$ cat config.mk
export PLATFORM = sky130hd
export DESIGN_NAME = decimal_scale_align_top_flat
export DESIGN_NICKNAME = d
export VERILOG_FILES = /design/src/hw/rtl/dsa_pkg.sv /design/src/hw/rtl/dsa_req_if.sv /design/src/hw/rtl/dsa_rsp_if.sv /design/src/hw/rtl/dsa_ctrl.sv /design/src/hw/rtl/dsa_datapath.sv /design/src/hw/rtl/decimal_scale_align_top.sv /design/src/flat_wrapper.sv
export SDC_FILE = /design/constraint.sdc
export NUM_CORES = 1
export LEC_CHECK = 0
export BUFFER_PORTS_ARGS = -buffer_cell sky130_fd_sc_hd__buf_2
export CORE_AREA = 10 10 206 208
export CTS_CLUSTER_SIZE = 16
export DETAILED_ROUTE_END_ITERATION = 7
export DIE_AREA = 0 0 216 218
export GPL_TIMING_DRIVEN = 0
export PLACE_DENSITY_LB_ADDON = 0.08
export SKIP_LAST_GASP = 1
export SYNTH_ARGS = -nofsm -noshare
export SYNTH_HDL_FRONTEND = slang
export SYNTH_HIERARCHICAL = 1
export SYNTH_SLANG_ARGS = --single-unit
$ cat constraint.sdc
create_clock -name clock -period 19.66 [get_ports clock]
set_input_delay 2.949 -clock clock [delete_from_list [all_inputs] [get_ports clock]]
set_output_delay 2.949 -clock clock [all_outputs]
set_load 0.1 [all_outputs]
$ cat src/hw/rtl/dsa_pkg.sv
// ----------------------------------------------------------------------------
// dsa_pkg
// Shared widths, state type and controller/datapath command and status types
// for the decimal scale alignment block.
// ----------------------------------------------------------------------------
package dsa_pkg;

   localparam int WORD_W      = 32;
   localparam int MANT_LOW_W  = 64;
   localparam int MANT_HIGH_W = 32;
   localparam int FULL_W      = 96;
   localparam int SCALE_W     = 8;

   typedef enum logic [0:0] {
      ST_IDLE,
      ST_RUN
   } dsa_state_type;

   typedef struct packed {
      logic load;
      logic step;
      logic publish;
   } dsa_cmd_type;

   typedef struct packed {
      logic done;
      logic rsp_busy;
   } dsa_status_type;

endpackage

$ cat src/hw/rtl/dsa_req_if.sv
// ----------------------------------------------------------------------------
// dsa_req_if
// Input channel: one operand pair per item, valid/ready handshake.
// ----------------------------------------------------------------------------
interface dsa_req_if;

   logic                             valid;
   logic                             ready;
   logic [dsa_pkg::MANT_LOW_W-1:0]   a_mant_low;
   logic [dsa_pkg::MANT_HIGH_W-1:0]  a_mant_high;
   logic [dsa_pkg::SCALE_W-1:0]      a_scale;
   logic [dsa_pkg::MANT_LOW_W-1:0]   b_mant_low;
   logic [dsa_pkg::MANT_HIGH_W-1:0]  b_mant_high;
   logic [dsa_pkg::SCALE_W-1:0]      b_scale;

   modport source (
      output valid, a_mant_low, a_mant_high, a_scale, b_mant_low, b_mant_high, b_scale,
      input  ready
   );

   modport sink (
      input  valid, a_mant_low, a_mant_high, a_scale, b_mant_low, b_mant_high, b_scale,
      output ready
   );

endinterface

$ cat src/hw/rtl/dsa_rsp_if.sv
// ----------------------------------------------------------------------------
// dsa_rsp_if
// Result channel: one aligned operand pair per item, valid/ready handshake.
// ----------------------------------------------------------------------------
interface dsa_rsp_if;

   logic                             valid;
   logic                             ready;
   logic [dsa_pkg::MANT_LOW_W-1:0]   a_out_low;
   logic [dsa_pkg::MANT_HIGH_W-1:0]  a_out_high;
   logic [dsa_pkg::SCALE_W-1:0]      a_out_scale;
   logic [dsa_pkg::MANT_LOW_W-1:0]   b_out_low;
   logic [dsa_pkg::MANT_HIGH_W-1:0]  b_out_high;
   logic [dsa_pkg::SCALE_W-1:0]      b_out_scale;
   logic                             overflow;

   modport source (
      output valid, a_out_low, a_out_high, a_out_scale, b_out_low, b_out_high,
             b_out_scale, overflow,
      input  ready
   );

   modport sink (
      input  valid, a_out_low, a_out_high, a_out_scale, b_out_low, b_out_high,
             b_out_scale, overflow,
      output ready
   );

endinterface

$ cat src/hw/rtl/dsa_ctrl.sv
// ----------------------------------------------------------------------------
// dsa_ctrl
// Sequencer: accepts an item, steps the datapath until it reports done, then
// moves the aligned pair into the result register once that register is free.
// ----------------------------------------------------------------------------
module dsa_ctrl (
   input  logic                    clock,
   input  logic                    reset,
   input  logic                    req_valid,
   output logic                    req_ready,
   input  dsa_pkg::dsa_status_type status,
   output dsa_pkg::dsa_cmd_type    cmd
);

   dsa_pkg::dsa_state_type state_ff;
   dsa_pkg::dsa_state_type state_in;

   always_ff @(posedge clock) begin
      if (reset) begin
         state_ff <= dsa_pkg::ST_IDLE;
      end else begin
         state_ff <= state_in;
      end
   end

   always_comb begin
      state_in    = state_ff;
      req_ready   = 1'b0;
      cmd         = '0;
      case (state_ff)
         dsa_pkg::ST_IDLE: begin
            req_ready = 1'b1;
            if (req_valid) begin
               cmd.load = 1'b1;
               state_in = dsa_pkg::ST_RUN;
            end
         end
         dsa_pkg::ST_RUN: begin
            if (!status.done) begin
               cmd.step = 1'b1;
            end else if (!status.rsp_busy) begin
               cmd.publish = 1'b1;
               state_in    = dsa_pkg::ST_IDLE;
            end
         end
         default: begin
            state_in = dsa_pkg::ST_IDLE;
         end
      endcase
   end

endmodule

$ cat src/hw/rtl/dsa_datapath.sv
// ----------------------------------------------------------------------------
// dsa_datapath
// Working mantissas and scales, one times-ten step per cycle on the operand
// with the smaller scale, overflow flag and the result register.
// ----------------------------------------------------------------------------
module dsa_datapath #(
   parameter int MANT_WORDS = 3,
   parameter int MAX_SCALE  = 28
) (
   input  logic                              clock,
   input  logic                              reset,
   input  dsa_pkg::dsa_cmd_type              cmd,
   output dsa_pkg::dsa_status_type           status,
   input  logic [dsa_pkg::MANT_LOW_W-1:0]    a_mant_low,
   input  logic [dsa_pkg::MANT_HIGH_W-1:0]   a_mant_high,
   input  logic [dsa_pkg::SCALE_W-1:0]       a_scale,
   input  logic [dsa_pkg::MANT_LOW_W-1:0]    b_mant_low,
   input  logic [dsa_pkg::MANT_HIGH_W-1:0]   b_mant_high,
   input  logic [dsa_pkg::SCALE_W-1:0]       b_scale,
   input  logic                              rsp_ready,
   output logic                              rsp_valid,
   output logic [dsa_pkg::MANT_LOW_W-1:0]    a_out_low,
   output logic [dsa_pkg::MANT_HIGH_W-1:0]   a_out_high,
   output logic [dsa_pkg::SCALE_W-1:0]       a_out_scale,
   output logic [dsa_pkg::MANT_LOW_W-1:0]    b_out_low,
   output logic [dsa_pkg::MANT_HIGH_W-1:0]   b_out_high,
   output logic [dsa_pkg::SCALE_W-1:0]       b_out_scale,
   output logic                              overflow
);

   localparam int MANT_W = MANT_WORDS * dsa_pkg::WORD_W;
   localparam int PROD_W = MANT_W + 4;
   localparam int FULL_W = dsa_pkg::FULL_W;
   localparam int SW     = dsa_pkg::SCALE_W;

   logic [FULL_W-1:0] a_full;
   logic [FULL_W-1:0] b_full;

   logic [MANT_W-1:0] a_mant_ff, a_mant_in;
   logic [MANT_W-1:0] b_mant_ff, b_mant_in;
   logic [SW-1:0]     a_scale_ff, a_scale_in;
   logic [SW-1:0]     b_scale_ff, b_scale_in;
   logic              ovf_ff, ovf_in;
   logic              raise_a_ff, raise_a_in;

   logic [FULL_W-1:0] res_a_ff, res_a_in;
   logic [FULL_W-1:0] res_b_ff, res_b_in;
   logic [SW-1:0]     res_a_scale_ff, res_a_scale_in;
   logic [SW-1:0]     res_b_scale_ff, res_b_scale_in;
   logic              res_ovf_ff, res_ovf_in;
   logic              rsp_valid_ff, rsp_valid_in;

   logic [MANT_W-1:0] lo_mant;
   logic [SW-1:0]     lo_scale;
   logic [SW-1:0]     hi_scale;
   logic [PROD_W-1:0] prod_ext;
   logic [PROD_W-1:0] prod;
   logic              carry;
   logic [MANT_W-1:0] step_mant;
   logic [SW-1:0]     step_scale;
   logic              done;

   assign a_full = {a_mant_high, a_mant_low};
   assign b_full = {b_mant_high, b_mant_low};

   assign lo_mant    = raise_a_ff ? a_mant_ff  : b_mant_ff;
   assign lo_scale   = raise_a_ff ? a_scale_ff : b_scale_ff;
   assign hi_scale   = raise_a_ff ? b_scale_ff : a_scale_ff;
   assign prod_ext   = PROD_W'(lo_mant);
   assign prod       = (prod_ext << 3) + (prod_ext << 1);
   assign carry      = |prod[PROD_W-1:MANT_W];
   assign step_mant  = prod[MANT_W-1:0];
   assign step_scale = carry ? lo_scale : SW'(lo_scale + 1'b1);
   assign done       = ovf_ff || (lo_scale >= hi_scale) || (lo_scale >= SW'(MAX_SCALE));

   assign status = '{done: done, rsp_busy: rsp_valid_ff && !rsp_ready};

   always_comb begin
      a_mant_in  = a_mant_ff;
      b_mant_in  = b_mant_ff;
      a_scale_in = a_scale_ff;
      b_scale_in = b_scale_ff;
      ovf_in     = ovf_ff;
      raise_a_in = raise_a_ff;
      if (cmd.load) begin
         a_mant_in  = a_full[MANT_W-1:0];
         b_mant_in  = b_full[MANT_W-1:0];
         a_scale_in = a_scale;
         b_scale_in = b_scale;
         ovf_in     = 1'b0;
         raise_a_in = a_scale < b_scale;
      end else if (cmd.step) begin
         ovf_in = ovf_ff | carry;
         if (raise_a_ff) begin
            a_mant_in  = step_mant;
            a_scale_in = step_scale;
         end else begin
            b_mant_in  = step_mant;
            b_scale_in = step_scale;
         end
      end
   end

   always_comb begin
      res_a_in       = res_a_ff;
      res_b_in       = res_b_ff;
      res_a_scale_in = res_a_scale_ff;
      res_b_scale_in = res_b_scale_ff;
      res_ovf_in     = res_ovf_ff;
      rsp_valid_in   = rsp_valid_ff && !rsp_ready;
      if (cmd.publish) begin
         res_a_in                 = '0;
         res_a_in[MANT_W-1:0]     = a_mant_ff;
         res_b_in                 = '0;
         res_b_in[MANT_W-1:0]     = b_mant_ff;
         res_a_scale_in           = a_scale_ff;
         res_b_scale_in           = b_scale_ff;
         res_ovf_in               = ovf_ff;
         rsp_valid_in             = 1'b1;
      end
   end

   always_ff @(posedge clock) begin
      a_mant_ff      <= a_mant_in;
      b_mant_ff      <= b_mant_in;
      a_scale_ff     <= a_scale_in;
      b_scale_ff     <= b_scale_in;
      ovf_ff         <= ovf_in;
      raise_a_ff     <= raise_a_in;
      res_a_ff       <= res_a_in;
      res_b_ff       <= res_b_in;
      res_a_scale_ff <= res_a_scale_in;
      res_b_scale_ff <= res_b_scale_in;
      res_ovf_ff     <= res_ovf_in;
   end

   always_ff @(posedge clock) begin
      if (reset) begin
         rsp_valid_ff <= 1'b0;
      end else begin
         rsp_valid_ff <= rsp_valid_in;
      end
   end

   assign rsp_valid   = rsp_valid_ff;
   assign a_out_low   = res_a_ff[dsa_pkg::MANT_LOW_W-1:0];
   assign a_out_high  = res_a_ff[FULL_W-1:dsa_pkg::MANT_LOW_W];
   assign a_out_scale = res_a_scale_ff;
   assign b_out_low   = res_b_ff[dsa_pkg::MANT_LOW_W-1:0];
   assign b_out_high  = res_b_ff[FULL_W-1:dsa_pkg::MANT_LOW_W];
   assign b_out_scale = res_b_scale_ff;
   assign overflow    = res_ovf_ff;

   step_only_when_pending: assert property (@(posedge clock) disable iff (reset)
      cmd.step |-> !done)
      else $error("times-ten step issued after alignment finished");

   step_raises_scale: assert property (@(posedge clock) disable iff (reset)
      (cmd.step && !carry) |=>
         ((raise_a_ff ? a_scale_ff : b_scale_ff) == SW'($past(lo_scale) + 1'b1)))
      else $error("scale not raised by one after a clean step");

   overflow_freezes_scale: assert property (@(posedge clock) disable iff (reset)
      (cmd.step && carry) |=> (ovf_ff && $stable(a_scale_ff) && $stable(b_scale_ff)))
      else $error("carry out did not stop alignment");

   publish_into_free_slot: assert property (@(posedge clock) disable iff (reset)
      cmd.publish |-> !(rsp_valid_ff && !rsp_ready))
      else $error("result register overwritten before it was taken");

endmodule

$ cat src/hw/rtl/decimal_scale_align_top.sv
// ----------------------------------------------------------------------------
// decimal_scale_align_top
// Brings two unsigned 96-bit decimal mantissas to a common decimal scale.
// ----------------------------------------------------------------------------
// An item is accepted while the block is idle, then takes n times-ten steps,
// one per cycle, and then moves into the result register; the next item is
// accepted only once the block is back in idle after that move. Here n is the
// difference of the two scales, capped by MAX_SCALE minus the smaller scale,
// and cut short by an overflow. The steps are made by the single times-ten
// adder, which performs one step per cycle on the operand with the smaller
// scale. The result register frees the block to take the next item while a
// result still waits on the result channel; a finished item waits for that
// register to empty before it moves in.
module decimal_scale_align_top #(
   parameter int MANT_WORDS = 3,
   parameter int MAX_SCALE  = 28
) (
   input  logic  clock,
   input  logic  reset,
   dsa_req_if.sink   req_ch,
   dsa_rsp_if.source rsp_ch
);

   dsa_pkg::dsa_cmd_type    cmd;
   dsa_pkg::dsa_status_type status;
   logic                    req_ready;

   assign req_ch.ready = req_ready;

   dsa_ctrl u_ctrl (
      .clock     (clock),
      .reset     (reset),
      .req_valid (req_ch.valid),
      .req_ready (req_ready),
      .status    (status),
      .cmd       (cmd)
   );

   dsa_datapath #(
      .MANT_WORDS (MANT_WORDS),
      .MAX_SCALE  (MAX_SCALE)
   ) u_datapath (
      .clock       (clock),
      .reset       (reset),
      .cmd         (cmd),
      .status      (status),
      .a_mant_low  (req_ch.a_mant_low),
      .a_mant_high (req_ch.a_mant_high),
      .a_scale     (req_ch.a_scale),
      .b_mant_low  (req_ch.b_mant_low),
      .b_mant_high (req_ch.b_mant_high),
      .b_scale     (req_ch.b_scale),
      .rsp_ready   (rsp_ch.ready),
      .rsp_valid   (rsp_ch.valid),
      .a_out_low   (rsp_ch.a_out_low),
      .a_out_high  (rsp_ch.a_out_high),
      .a_out_scale (rsp_ch.a_out_scale),
      .b_out_low   (rsp_ch.b_out_low),
      .b_out_high  (rsp_ch.b_out_high),
      .b_out_scale (rsp_ch.b_out_scale),
      .overflow    (rsp_ch.overflow)
   );

endmodule

$ cat src/flat_wrapper.sv
// flat-port wrapper written by rule: the top's interface ports become plain ports
module decimal_scale_align_top_flat 
#(
   parameter int MANT_WORDS = 3,
   parameter int MAX_SCALE  = 28
)
  (clock, reset, req_ch_valid, req_ch_a_mant_low, req_ch_a_mant_high, req_ch_a_scale, req_ch_b_mant_low, req_ch_b_mant_high, req_ch_b_scale, req_ch_ready, rsp_ch_valid, rsp_ch_a_out_low, rsp_ch_a_out_high, rsp_ch_a_out_scale, rsp_ch_b_out_low, rsp_ch_b_out_high, rsp_ch_b_out_scale, rsp_ch_overflow, rsp_ch_ready);
  dsa_req_if req_ch_i ();
  dsa_rsp_if rsp_ch_i ();
  input  logic clock;
  input  logic reset;
  input wire logic [$bits(req_ch_i.valid)-1:0] req_ch_valid;
  input wire logic [$bits(req_ch_i.a_mant_low)-1:0] req_ch_a_mant_low;
  input wire logic [$bits(req_ch_i.a_mant_high)-1:0] req_ch_a_mant_high;
  input wire logic [$bits(req_ch_i.a_scale)-1:0] req_ch_a_scale;
  input wire logic [$bits(req_ch_i.b_mant_low)-1:0] req_ch_b_mant_low;
  input wire logic [$bits(req_ch_i.b_mant_high)-1:0] req_ch_b_mant_high;
  input wire logic [$bits(req_ch_i.b_scale)-1:0] req_ch_b_scale;
  output wire logic [$bits(req_ch_i.ready)-1:0] req_ch_ready;
  output wire logic [$bits(rsp_ch_i.valid)-1:0] rsp_ch_valid;
  output wire logic [$bits(rsp_ch_i.a_out_low)-1:0] rsp_ch_a_out_low;
  output wire logic [$bits(rsp_ch_i.a_out_high)-1:0] rsp_ch_a_out_high;
  output wire logic [$bits(rsp_ch_i.a_out_scale)-1:0] rsp_ch_a_out_scale;
  output wire logic [$bits(rsp_ch_i.b_out_low)-1:0] rsp_ch_b_out_low;
  output wire logic [$bits(rsp_ch_i.b_out_high)-1:0] rsp_ch_b_out_high;
  output wire logic [$bits(rsp_ch_i.b_out_scale)-1:0] rsp_ch_b_out_scale;
  output wire logic [$bits(rsp_ch_i.overflow)-1:0] rsp_ch_overflow;
  input wire logic [$bits(rsp_ch_i.ready)-1:0] rsp_ch_ready;
  assign req_ch_i.valid = req_ch_valid;
  assign req_ch_i.a_mant_low = req_ch_a_mant_low;
  assign req_ch_i.a_mant_high = req_ch_a_mant_high;
  assign req_ch_i.a_scale = req_ch_a_scale;
  assign req_ch_i.b_mant_low = req_ch_b_mant_low;
  assign req_ch_i.b_mant_high = req_ch_b_mant_high;
  assign req_ch_i.b_scale = req_ch_b_scale;
  assign req_ch_ready = req_ch_i.ready;
  assign rsp_ch_valid = rsp_ch_i.valid;
  assign rsp_ch_a_out_low = rsp_ch_i.a_out_low;
  assign rsp_ch_a_out_high = rsp_ch_i.a_out_high;
  assign rsp_ch_a_out_scale = rsp_ch_i.a_out_scale;
  assign rsp_ch_b_out_low = rsp_ch_i.b_out_low;
  assign rsp_ch_b_out_high = rsp_ch_i.b_out_high;
  assign rsp_ch_b_out_scale = rsp_ch_i.b_out_scale;
  assign rsp_ch_overflow = rsp_ch_i.overflow;
  assign rsp_ch_i.ready = rsp_ch_ready;
  decimal_scale_align_top #(.MANT_WORDS(MANT_WORDS), .MAX_SCALE(MAX_SCALE)) u_core (.clock(clock), .reset(reset), .req_ch(req_ch_i), .rsp_ch(rsp_ch_i));
endmodule
# After elaboration in Yosys (flattened, before gate mapping)

Index checks and enable logic that the tools add are counted.

Flip-flop bits (word level): 421
Bits in latches: 0
Memory bits (writable): 0
Memory bits (read-only): 0
Input port bits: 212
Output and inout port bits: 211
Word-level logic and storage cells: 57
Memories kept: 0

Add/sub/neg operators: 2
Multiply operators: 0
Div/mod/pow operators: 0
Magnitude comparators: 3
Equality and inequality tests: 1
Shift-type cells: 0
Mux-type cells: 27
Bitwise logic cells: 2
Reduce and logical (&&, ||, !) cells: 9

Operator list:

| operator                                                                             | count |
|---|---|
| 96-bit two-way mux                                                                   | 7 |
| 99-bit by 97-bit adder with 100-bit output                                           | 1 |
| 8-bit two-way mux                                                                    | 9 |
| 1-bit two-way mux                                                                    | 9 |
| 8-bit by 1-bit adder with 8-bit output (second input constant)                       | 1 |
| 8-bit by 5-bit greater-or-equal comparator with 1-bit output (second input constant) | 1 |
| 8-bit greater-or-equal comparator                                                    | 1 |
| 8-bit less-than comparator                                                           | 1 |
| 2-bit AND reduction                                                                  | 2 |
| 2-bit nonzero test                                                                   | 2 |
| 4-bit OR reduction                                                                   | 1 |
| 1-bit logical OR                                                                     | 2 |
| 2-bit two-way mux                                                                    | 1 |
| 2-bit by 1-bit inequality test with 1-bit output (second input constant)             | 1 |
| 1-bit one-hot mux with 2 select lines                                                | 1 |
| 1-bit logical AND                                                                    | 1 |
| 1-bit zero test                                                                      | 1 |
| 1-bit inverter                                                                       | 1 |
| 1-bit OR                                                                             | 1 |

# Logic depth before layout (Yosys ltp)

Gate-level depths: netlist of the first run.

Depth in word-level cells: 8
Mapped depth: 19

# Modules after synthesis

Netlist of the first run, hierarchy kept.

Modules (own cells, without submodules):

| module       | times used | cells an instance | area an instance (µm²) |
|---|---|---|---|
| dsa_datapath | 1          | 2070              | 22646.7 |
| dsa_ctrl     | 1          | 7                 | 62.6 |

# Worst setup path before layout of the first run

Ideal clock, no wire load.

Kind: reg-to-reg
Start: reg u_core.u_datapath.raise_a_ff
End: reg u_core.u_datapath.b_mant_ff[0], enable pin
Setup time: 0.711 ns
Arrival: 10.907 ns
Required time: 18.949 ns
Setup slack: 8.041 ns
Stages on the path, launching flop included: 20
Buffers on the path: 5
Clock period less this slack: 11.619 ns
Path through: edfxtp_1 -> clkbuf_1 -> buf_1 -> clkbuf_1 -> buf_1 -> mux2i_1 -> ha_1 -> a21o_1 -> a21oi_1 -> nor2b_1 -> o21ai_0 -> nand2b_1 -> a21oi_1 -> nor3_1 -> o41ai_1 -> nand3_1 -> buf_4 -> nor2_1 -> inv_1 -> o21ai_0

RTL lines:

| what                     | RTL line            | source |
|---|---|---|
| start: declaration       | dsa_datapath.sv:44  | `logic raise_a_ff, raise_a_in;` |
| start signal: assignment | dsa_datapath.sv:129 | `raise_a_ff <= raise_a_in;` |
| end signal: assignment   | dsa_datapath.sv:125 | `b_mant_ff <= b_mant_in;` |
| end: declaration         | dsa_datapath.sv:40  | `logic [MANT_W-1:0] b_mant_ff, b_mant_in;` |

# Final worst setup path of the first run

Start: reg u_core.u_datapath.raise_a_ff
End: reg u_core.u_datapath.b_scale_ff[7] (data pin)

Cells in the longest elaborated chain, start to end: 7
Elaborated cells between the ends (all ways): 9
Classes of those cells: add/sub (2); mux (6); reduce/logical (1)

RTL lines:

| what                                       | RTL line            | source |
|---|---|---|
| 96-bit two-way mux                         | dsa_datapath.sv:66  | `assign lo_mant = raise_a_ff ? a_mant_ff : b_mant_ff;` |
| 99-bit by 97-bit adder with 100-bit output | dsa_datapath.sv:70  | `assign prod = (prod_ext << 3) + (prod_ext << 1);` |
| 4-bit OR reduction                         | dsa_datapath.sv:71  | `assign carry = \|prod[PROD_W-1:MANT_W];` |
| 8-bit two-way mux *                        | dsa_datapath.sv:73  | `assign step_scale = carry ? lo_scale : SW'(lo_scale + 1'b1);` |
| 8-bit two-way mux *                        | dsa_datapath.sv:94  | `if (raise_a_ff) begin` |
| 8-bit two-way mux *                        | dsa_datapath.sv:92  | `end else if (cmd.step) begin` |
| 8-bit two-way mux *                        | dsa_datapath.sv:85  | `if (cmd.load) begin` |
| named net u_core.u_datapath.b_scale_in[7]  | dsa_datapath.sv:42  | `logic [SW-1:0] b_scale_ff, b_scale_in;` |
| end signal: assignment                     | dsa_datapath.sv:127 | `b_scale_ff <= b_scale_in;` |
| end: declaration                           | dsa_datapath.sv:42  |  |

The timed path passes the listed nets; every way through them passes the cells marked *. The select of a mux whose other input is x is not followed.
A chain may end at the register's enable or synchronous reset.

==> reports/qor.yml, run 1 <==
synth_cells: 2077
fin_skew_ps: 26.8
postCtsSetupBuffers: 0
clkTransAtPathRegs_ps: 60
tightest_slew_ps: 1420
async_flop_share_pct: 0
netlist_area_mm2: 0.0227
final-seq-area_mm2: 0.0126
max_slew_margin_pct: 5.40
path_cells: "clkbuf_1, buf_1, clkbuf_1, clkbuf_1, mux2_2, ha_1, clkbuf_1, nand4_1, or4_1, nor2_1, nand4_1, a211oi_2, nor3_1, o31a_1, mux2_4, or3_4, nor4_1, o31ai_1"
fin_cells: 3100
worstRegToRegCells: 18
critPathTopFamily: "buffers and inverters"
dpl.hpwl_mm: 54.8
synthFlopType: "edfxtp_1"
drive_gt1_share_pct: 24.5
clk_latency_ps: 580
slowest_stage: "clkbuf_1"
grt_max_degree: 69
gp_congestion: 0.944
wl_per_cell_um: 22.8
grt_pass1_wl_mm: 107
drtAntennaViolNets: 0
hold_buffers: 0
n_fill_cell: 2776
cts_num_sinks: 421
worst_path_largest_cell_delay_ps: 810
yosysUniqueCellTypes: 70
drt-initial-drc-count: 1619
worstSetupPathType: "flip-flop to flip-flop"
final-setup-viol-count: 0
dpl.cell_count: 3026
track_usage_pct: 28.9
die_w_um: 216
grt.overflow.total: 0
cts_tree: "built"
routed_wl_mm: 70.7
die-area_mm2: 0.0471
dieHeight_um: 218
fmax_mhz: 132
port_buffers: 422
start_util_pct: 59.3
clk_path_buf_depth: 3
cp-start-kind: "flip-flop"
drv_cap: 0
multi_input_area_mm2: 0.00954
antenna_found_initial: 6
syn_nets: 2400
via_count: 18600
period_needed_ps: 7600
drt_first_pass_iters: 6
avgViaCountPerCell: 5.98
finalCritPeriodShare_pct: 38.7
std_cell_rows: 72
core-area_mm2: 0.0383
path_depth: 18
final_core_util_pct: 70.5
required_ps: 19940
cts_made_buffers: 41
drv_slew: 0
yosysWarningCount: 6
ys_ff_latch: 421
ios: 423
cp.arrival_ps: 7880
post-route-drc-count: 0
ctsResizeCount: 0
min_path_cells: 0
cpMostUsedCell: "clkbuf_1"
setup-tns-final_ps: 0
path_buf_inv: 5
rsz0062_at_grt: "no"
status: "finished, final reports clean"
nNetsFinal: 2874
synth.avg_cell_area_um2: 10.9
area_growth_pct: 18.8
htreeDepth: 2
yosysSeqAreaShare_pct: 55.5
finalHoldViolations: 0
cts-root-buf: "clkbuf_16"
worst-path-max-fanout: 10
synth_edf_count: 418
grt_pass1_vias: 18800
end_kind: "flip-flop"
hold_path.class: "flip-flop to flip-flop"
## logic make-up (layout without fill, tap and decap cells)
logic type / count (synthesis) / in the layout / share of synthesized area, %
xor gates and xnor gates: 78 / 78 / 3.01
AOI/OAI and AO/OA: 439 / 439 / 12.0
DFF: 421 / 421 / 55.5
and+or+nand+nor: 745 / 745 / 14.2
buffers and inverters: 149 / 653 / 2.53
adders and majority gates: 111 / 111 / 6.15
other: 0 / 1 / 0
muxes: 134 / 134 / 6.55
## cell usage after synthesis (4+ instances only)
cell | n | area, um^2
buf_2 | 9 | 45.0
nor2b_1 | 13 | 81.3
a31oi_1 | 18 | 113
a21boi_0 | 7 | 52.6
or3_1 | 11 | 68.8
o31ai_1 | 10 | 75.1
xor2_1 | 31 | 272
nor4_1 | 10 | 62.6
nor3b_1 | 5 | 37.5
and3_1 | 11 | 68.8
nor3_1 | 29 | 145
o21a_1 | 16 | 120
o21ai_0 | 97 | 485
nand2b_1 | 7 | 43.8
inv_1 | 58 | 218
ha_1 | 110 | 1380
o211ai_1 | 13 | 97.6
buf_1 | 5 | 18.8
a21o_1 | 44 | 330
nand3_1 | 20 | 100
a211oi_1 | 11 | 82.6
a311oi_1 | 7 | 61.3
o21bai_1 | 20 | 150
or2_2 | 5 | 31.3
mux2_2 | 112 | 1260
nor2_1 | 105 | 394
edfxtp_1 | 418 | 12600
nand2_1 | 461 | 1730
o221ai_1 | 4 | 35.0
mux2i_1 | 21 | 210
and2_1 | 9 | 56.3
clkbuf_1 | 76 | 285
nand4_1 | 45 | 282
a21oi_1 | 157 | 786
xnor2_1 | 47 | 412
## routing by layer
layer	track usage [%]	part of all wire [%]	vias to the layer above
met2	50.1	49	870
met1	35.6	40	8962
met3	6.52	7.9	138
li1	-	-	8570
met4	8.44	2.8	10
met5	0	0.096	-
## worst register-to-register path, delay by kind of cell, from the launching register on
family,cells,cell delay [ps]
AO/OA/AOI/OAI,3,830
multiplexers,2,780
buffers and inverters,5,2800
flip-flops,1,320
adder cells (fa/ha/maj),1,280
AND/OR/NAND/NOR,7,2300
## cell type report
type	count	share of cell area [%]
sequential	421	46.7
multi-input combinational	1507	35.4
buffer	91	1.32
antenna	1	0.00927
inverter	58	0.807
clock inverter	21	0.561
tap	518	2.40
clock buffer	52	4.11
timing repair buffer	431	8.69
## registers in the layout, summed over array words and instances (netlist names)
| signal | count |
|---|---|
| u_core/u_datapath/a_scale_ff | 8 |
| u_core/u_datapath/res_a_ff | 96 |
| u_core/u_datapath/overflow | 1 |
| u_core/u_datapath/ovf_ff | 1 |
| u_core/u_datapath/rsp_valid | 1 |
| u_core/u_datapath/b_out_scale | 8 |
| u_core/u_datapath/b_scale_ff | 8 |
| u_core/u_ctrl/state_ff | 1 |
| u_core/u_datapath/b_mant_ff | 96 |
| u_core/u_datapath/a_out_scale | 8 |
| u_core/u_datapath/raise_a_ff | 1 |
| u_core/u_datapath/res_b_ff | 96 |
| u_core/u_datapath/a_mant_ff | 96 |
## final timing paths
kind | from | to | slack (ps)
min | u_core/u_datapath/a_mant_ff[38] | u_core/u_datapath/res_a_ff[38] | 430
min reg2reg | u_core/u_datapath/a_mant_ff[38] | u_core/u_datapath/res_a_ff[38] | 430
max | u_core/u_datapath/raise_a_ff | u_core/u_datapath/b_scale_ff[7] | 12060
max reg2reg | u_core/u_datapath/raise_a_ff | u_core/u_datapath/b_scale_ff[7] | 12060
## per-stage QoR
stage	hold WS [ps]	cell area, um^2	setup slack, ps
3_3_place_gp	423	25500	1470
3_5_place_dp	427	25700	12160
2_1_floorplan	420	22700	8040
6_report	435	27000	12060
4_1_cts	441	27000	12210
5_1_grt	446	27000	11850
## cells in the final DEF (no fill, tap or decap), types with 10 or more instances in the layout
master,count
ha_1,110
edfxtp_1,418
mux2i_1,21
buf_2,431
a21o_1,44
nand4_1,45
clkbuf_1,85
nor3_1,29
o21ai_0,96
nor4_1,10
inv_1,58
o21a_1,16
nor2b_1,13
xor2_1,31
xnor2_1,47
clkbuf_16,43
mux2_2,112
a21oi_1,157
o211ai_1,13
a211oi_1,11
nand3_1,20
nand2_1,460
o31ai_1,10
a31oi_1,18
o21bai_1,20
or3_1,11
and3_1,11
nor2_1,105
Power of run 1 is left out: the tool's default activity adds up to more than one toggle a clock period on the data nets, which glitch-free logic cannot reach.
==> inputs of run 2 (changes only) <==
Settings changed: ABC_AREA set to 1, CORE_AREA 10 10 206 208 to 10 10 231 233, DIE_AREA 0 0 216 218 to 0 0 241 243.
Clock period 19.66 ns to 6.1 ns, I/O delays scaled along.
==> reports/qor.yml, run 2 <==
internal-power_w: 0.00705
async_flop_share_pct: 0  # unchanged
drt_first_pass_iters: 6  # unchanged
via_count: 22800  # +23%
clk_latency_ps: 580  # about the same
grt.overflow.total: 0  # unchanged
wl_per_cell_um: 20.6  # -9.6%
cts_tree: "built"
fmax_mhz: 176  # +34%
synth.avg_cell_area_um2: 8.14  # -26%
synth_top_area_share_pct: 50.0  # -5.3 points
rsz0062_at_grt: "no"
synth_adder_area_share_pct: 5.56  # -0.59 points
netlist_top_cells_area: "edfxtp_1 (50%), nand2_1 (18%), ha_1 (5.5%)"
synth_xor_area_share_pct: 0.837  # -2.2 points
post-route-drc-count: 0  # unchanged
track_usage_pct: 29.1  # +0.24 points
htreeDepth: 2  # unchanged
synth_edf_count: 418  # unchanged
core-area_mm2: 0.0486  # +27%
synthFlopType: "edfxtp_1"
die_w_um: 241  # +12%
nNetsFinal: 3891  # +35%
std_cell_rows: 81  # +13%
antenna_found_initial: 1  # -5
final-seq-area_mm2: 0.0126  # unchanged
routed_wl_mm: 87.1  # +23%
avgViaCountPerCell: 5.41  # -9.7%
synth_top_family_by_area: "simple AND/OR/NAND/NOR gates"
drv_cap: 0  # unchanged
area_growth_pct: 18.2
path_cells: "buf_6, clkbuf_1, clkbuf_2, nand2_1, nand2_1, ha_1, fa_1, nand2_1, nand2_1, nand3_1, nand2_2, a21oi_2, o21ai_1, a21oi_1, o21ai_1, nand2_1, nand2_1, nand2_1, nand3_1, nand2_1"
end_kind: "flip-flop"
netlist_area_mm2: 0.0251  # +11%
status: "finished, final reports clean"
synth_top_area_cell: "edfxtp_1"
yosysUniqueCellTypes: 56  # -20%
drtAntennaViolNets: 0  # unchanged
dpl.hpwl_mm: 71.1  # +30%
hold_start: "u_core/u_datapath/a_mant_ff[86]"
cts-root-buf: "clkbuf_16"
die-area_mm2: 0.0586  # +24%
swShare_pct: 46.5
r2r_start: "u_core/u_datapath/raise_a_ff"
layout_commonest_cell: "nand2_1"
dpl_cell_area_mm2: 0.0283  # +10%
multi_input_area_mm2: 0.0109  # +14%
cp.arrival_ps: 5990  # -1890 ps
synth_most_common_cell: "nand2_1"
postCtsSetupBuffers: 0  # unchanged
yosysWarningCount: 6  # unchanged
layout_common_cells: "nand2_1 (1235), buf_2 (423), edfxtp_1 (418)"
finalHoldViolations: 0  # unchanged
ys_ff_latch: 421  # unchanged
ir_drop_mv: 0.249
start_util_pct: 51.6  # -7.7 points
cp-start-kind: "flip-flop"
drv_slew: 0  # unchanged
synth-compound-area-share_pct: 8.45  # -3.6 points
cts_num_sinks: 421  # unchanged
worst-path-max-fanout: 10  # unchanged
n_fill_cell: 4308  # +55%
fin_skew_ps: 17.2  # -9.65 ps
p_comb_share_pct: 48.5
path_buf_inv: 3  # -2
drive_gt1_share_pct: 18.1  # -6.4 points
drt-initial-drc-count: 2122  # +31%
diodes: 0  # -1
cpMostUsedCell: "nand2_1"
final_area_mm2: 0.0297  # +10%
critPathTopFamily: "compound AO/OA/AOI/OAI gates"
syn_nets: 3409  # +42%
place_worst_setup_slack_ps: 182  # -11970 ps
r2r_slack_ps: 430  # -11630 ps
grt_pass1_vias: 22900  # +22%
leakage_nw: 13.6
startpoint: "u_core/u_datapath/raise_a_ff"
clk_path_buf_depth: 3  # unchanged
period_needed_ps: 5670  # -1930 ps
clkTransAtPathRegs_ps: 60  # about the same
synth_common_cells: "nand2_1 (1235), edfxtp_1 (418), inv_1 (333)"
p_per_area_mw_per_mm2: 444
tightest_slew_ps: 1290  # -131 ps
hold_buffers: 0  # unchanged
seqPwrFrac_pct: 32.0
hold_path.class: "flip-flop to flip-flop"
dieHeight_um: 243  # +11%
dpl.cell_count: 4144  # +37%
layout_setup_ws_ps: 429  # -11630 ps
synth-simple-area-share_pct: 28.3  # +14 points
gp_congestion: 0.977  # +3.6%
finalCritPeriodShare_pct: 93.0  # +54 points
grt_max_degree: 41  # -41%
required_ps: 6420  # -13520 ps
worstSetupPathType: "flip-flop to flip-flop"
synthMuxAreaShare_pct: 0.239  # -6.3 points
final-setup-viol-count: 0  # unchanged
port_buffers: 422  # unchanged
max_slew_margin_pct: 14.1  # +8.7 points
fin_cells: 4225  # +36%
ios: 423  # unchanged
cts_made_buffers: 44  # +7.3%
slowest_stage: "clkbuf_2"
yosysSeqAreaShare_pct: 50.2  # -5.3 points
worst_path_largest_cell_delay_ps: 660  # -150 ps
synth_cells: 3086  # +49%
p_sw_w: 0.00614
grt_pass1_wl_mm: 131  # +23%
final_core_util_pct: 61.0  # -9.4 points
clkPwrFrac_pct: 19.4
## run 2: worst paths after layout
kind | cells past startpoint | endpoint
worst min-delay path | 0 | u_core/u_datapath/res_a_ff[86]
worst max register to register | 20 | u_core/u_datapath/b_mant_ff[93]
worst max-delay path | 20 | u_core/u_datapath/b_mant_ff[93]
worst min register to register | 0 | u_core/u_datapath/res_a_ff[86]
## run 2: stage by stage
| step | hold slack [ps] | TNS, ps | total power [W] |
|---|---|---|---|
| finish | 445 | 0 | 0.0132 |
| global route | 448 | 0 | 0.0139 |
| CTS | 444 | 0 | 0.0131 |
| detailed placement | 432 | 0 | 0.0106 |
| global placement | 429 | -1468570 | 0.0105 |
| floorplan | 426 | -366680 | 0.00873 |
## run 2: layout make-up
class	count	area share [%]
buffer	60	0.847
multi-input combinational	2244	36.8
sequential	421	42.5
timing repair buffer	436	8.11
clock buffer	59	4.04
inverter	361	4.57
clock inverter	22	0.565
tap	622	2.62
## run 2: what timing repair did
item | CTS | global route
resized for setup | 0 | 3
hold endpoints to repair | 0 | 0
setup endpoints to repair | 0 | 4
## run 2: power groups by stage
stage / logic, W / registers (W) / clock network, W
final: 0.00640 / 0.00422 / 0.00256
after global routing: 0.00694 / 0.00427 / 0.00270
after CTS: 0.00632 / 0.00422 / 0.00260
after detailed placement: 0.00629 / 0.00427 / 0
after global placement: 0.00615 / 0.00431 / 0
after floorplan: 0.00336 / 0.00537 / 0
## run 2: worst reg2reg max path: stages (launching register included)
cell and delay (ps):
edfxtp_1 350, buf_6 170, clkbuf_1 440, clkbuf_2 670, nand2_1 100, nand2_1 140
ha_1 320, fa_1 420, nand2_1 90, nand2_1 120, nand3_1 100, nand2_2 120
a21oi_2 80, o21ai_1 640, a21oi_1 380, o21ai_1 640, nand2_1 300, nand2_1 130
nand2_1 50, nand3_1 120, nand2_1 70
## run 2: per-layer routing
metal	vias up	GRT usage, %	part of all wire (%)	wire length (um)
met2	946	48.9	48	41400
li1	11000	-	-	-
met5	-	0	0	0
met4	0	8.14	2.7	2390
met3	136	5.73	8.5	7420
met1	10700	37.5	41	35900
## run 2: logic make-up after synthesis
family / count (synthesis)
DFF: 421
xor gates and xnor gates: 24
adders and majority gates: 111
and+or+nand+nor: 1718
AOI/OAI and AO/OA: 385
buffers and inverters: 421
muxes: 6
Note: power is estimated with default switching activity, not from simulation.
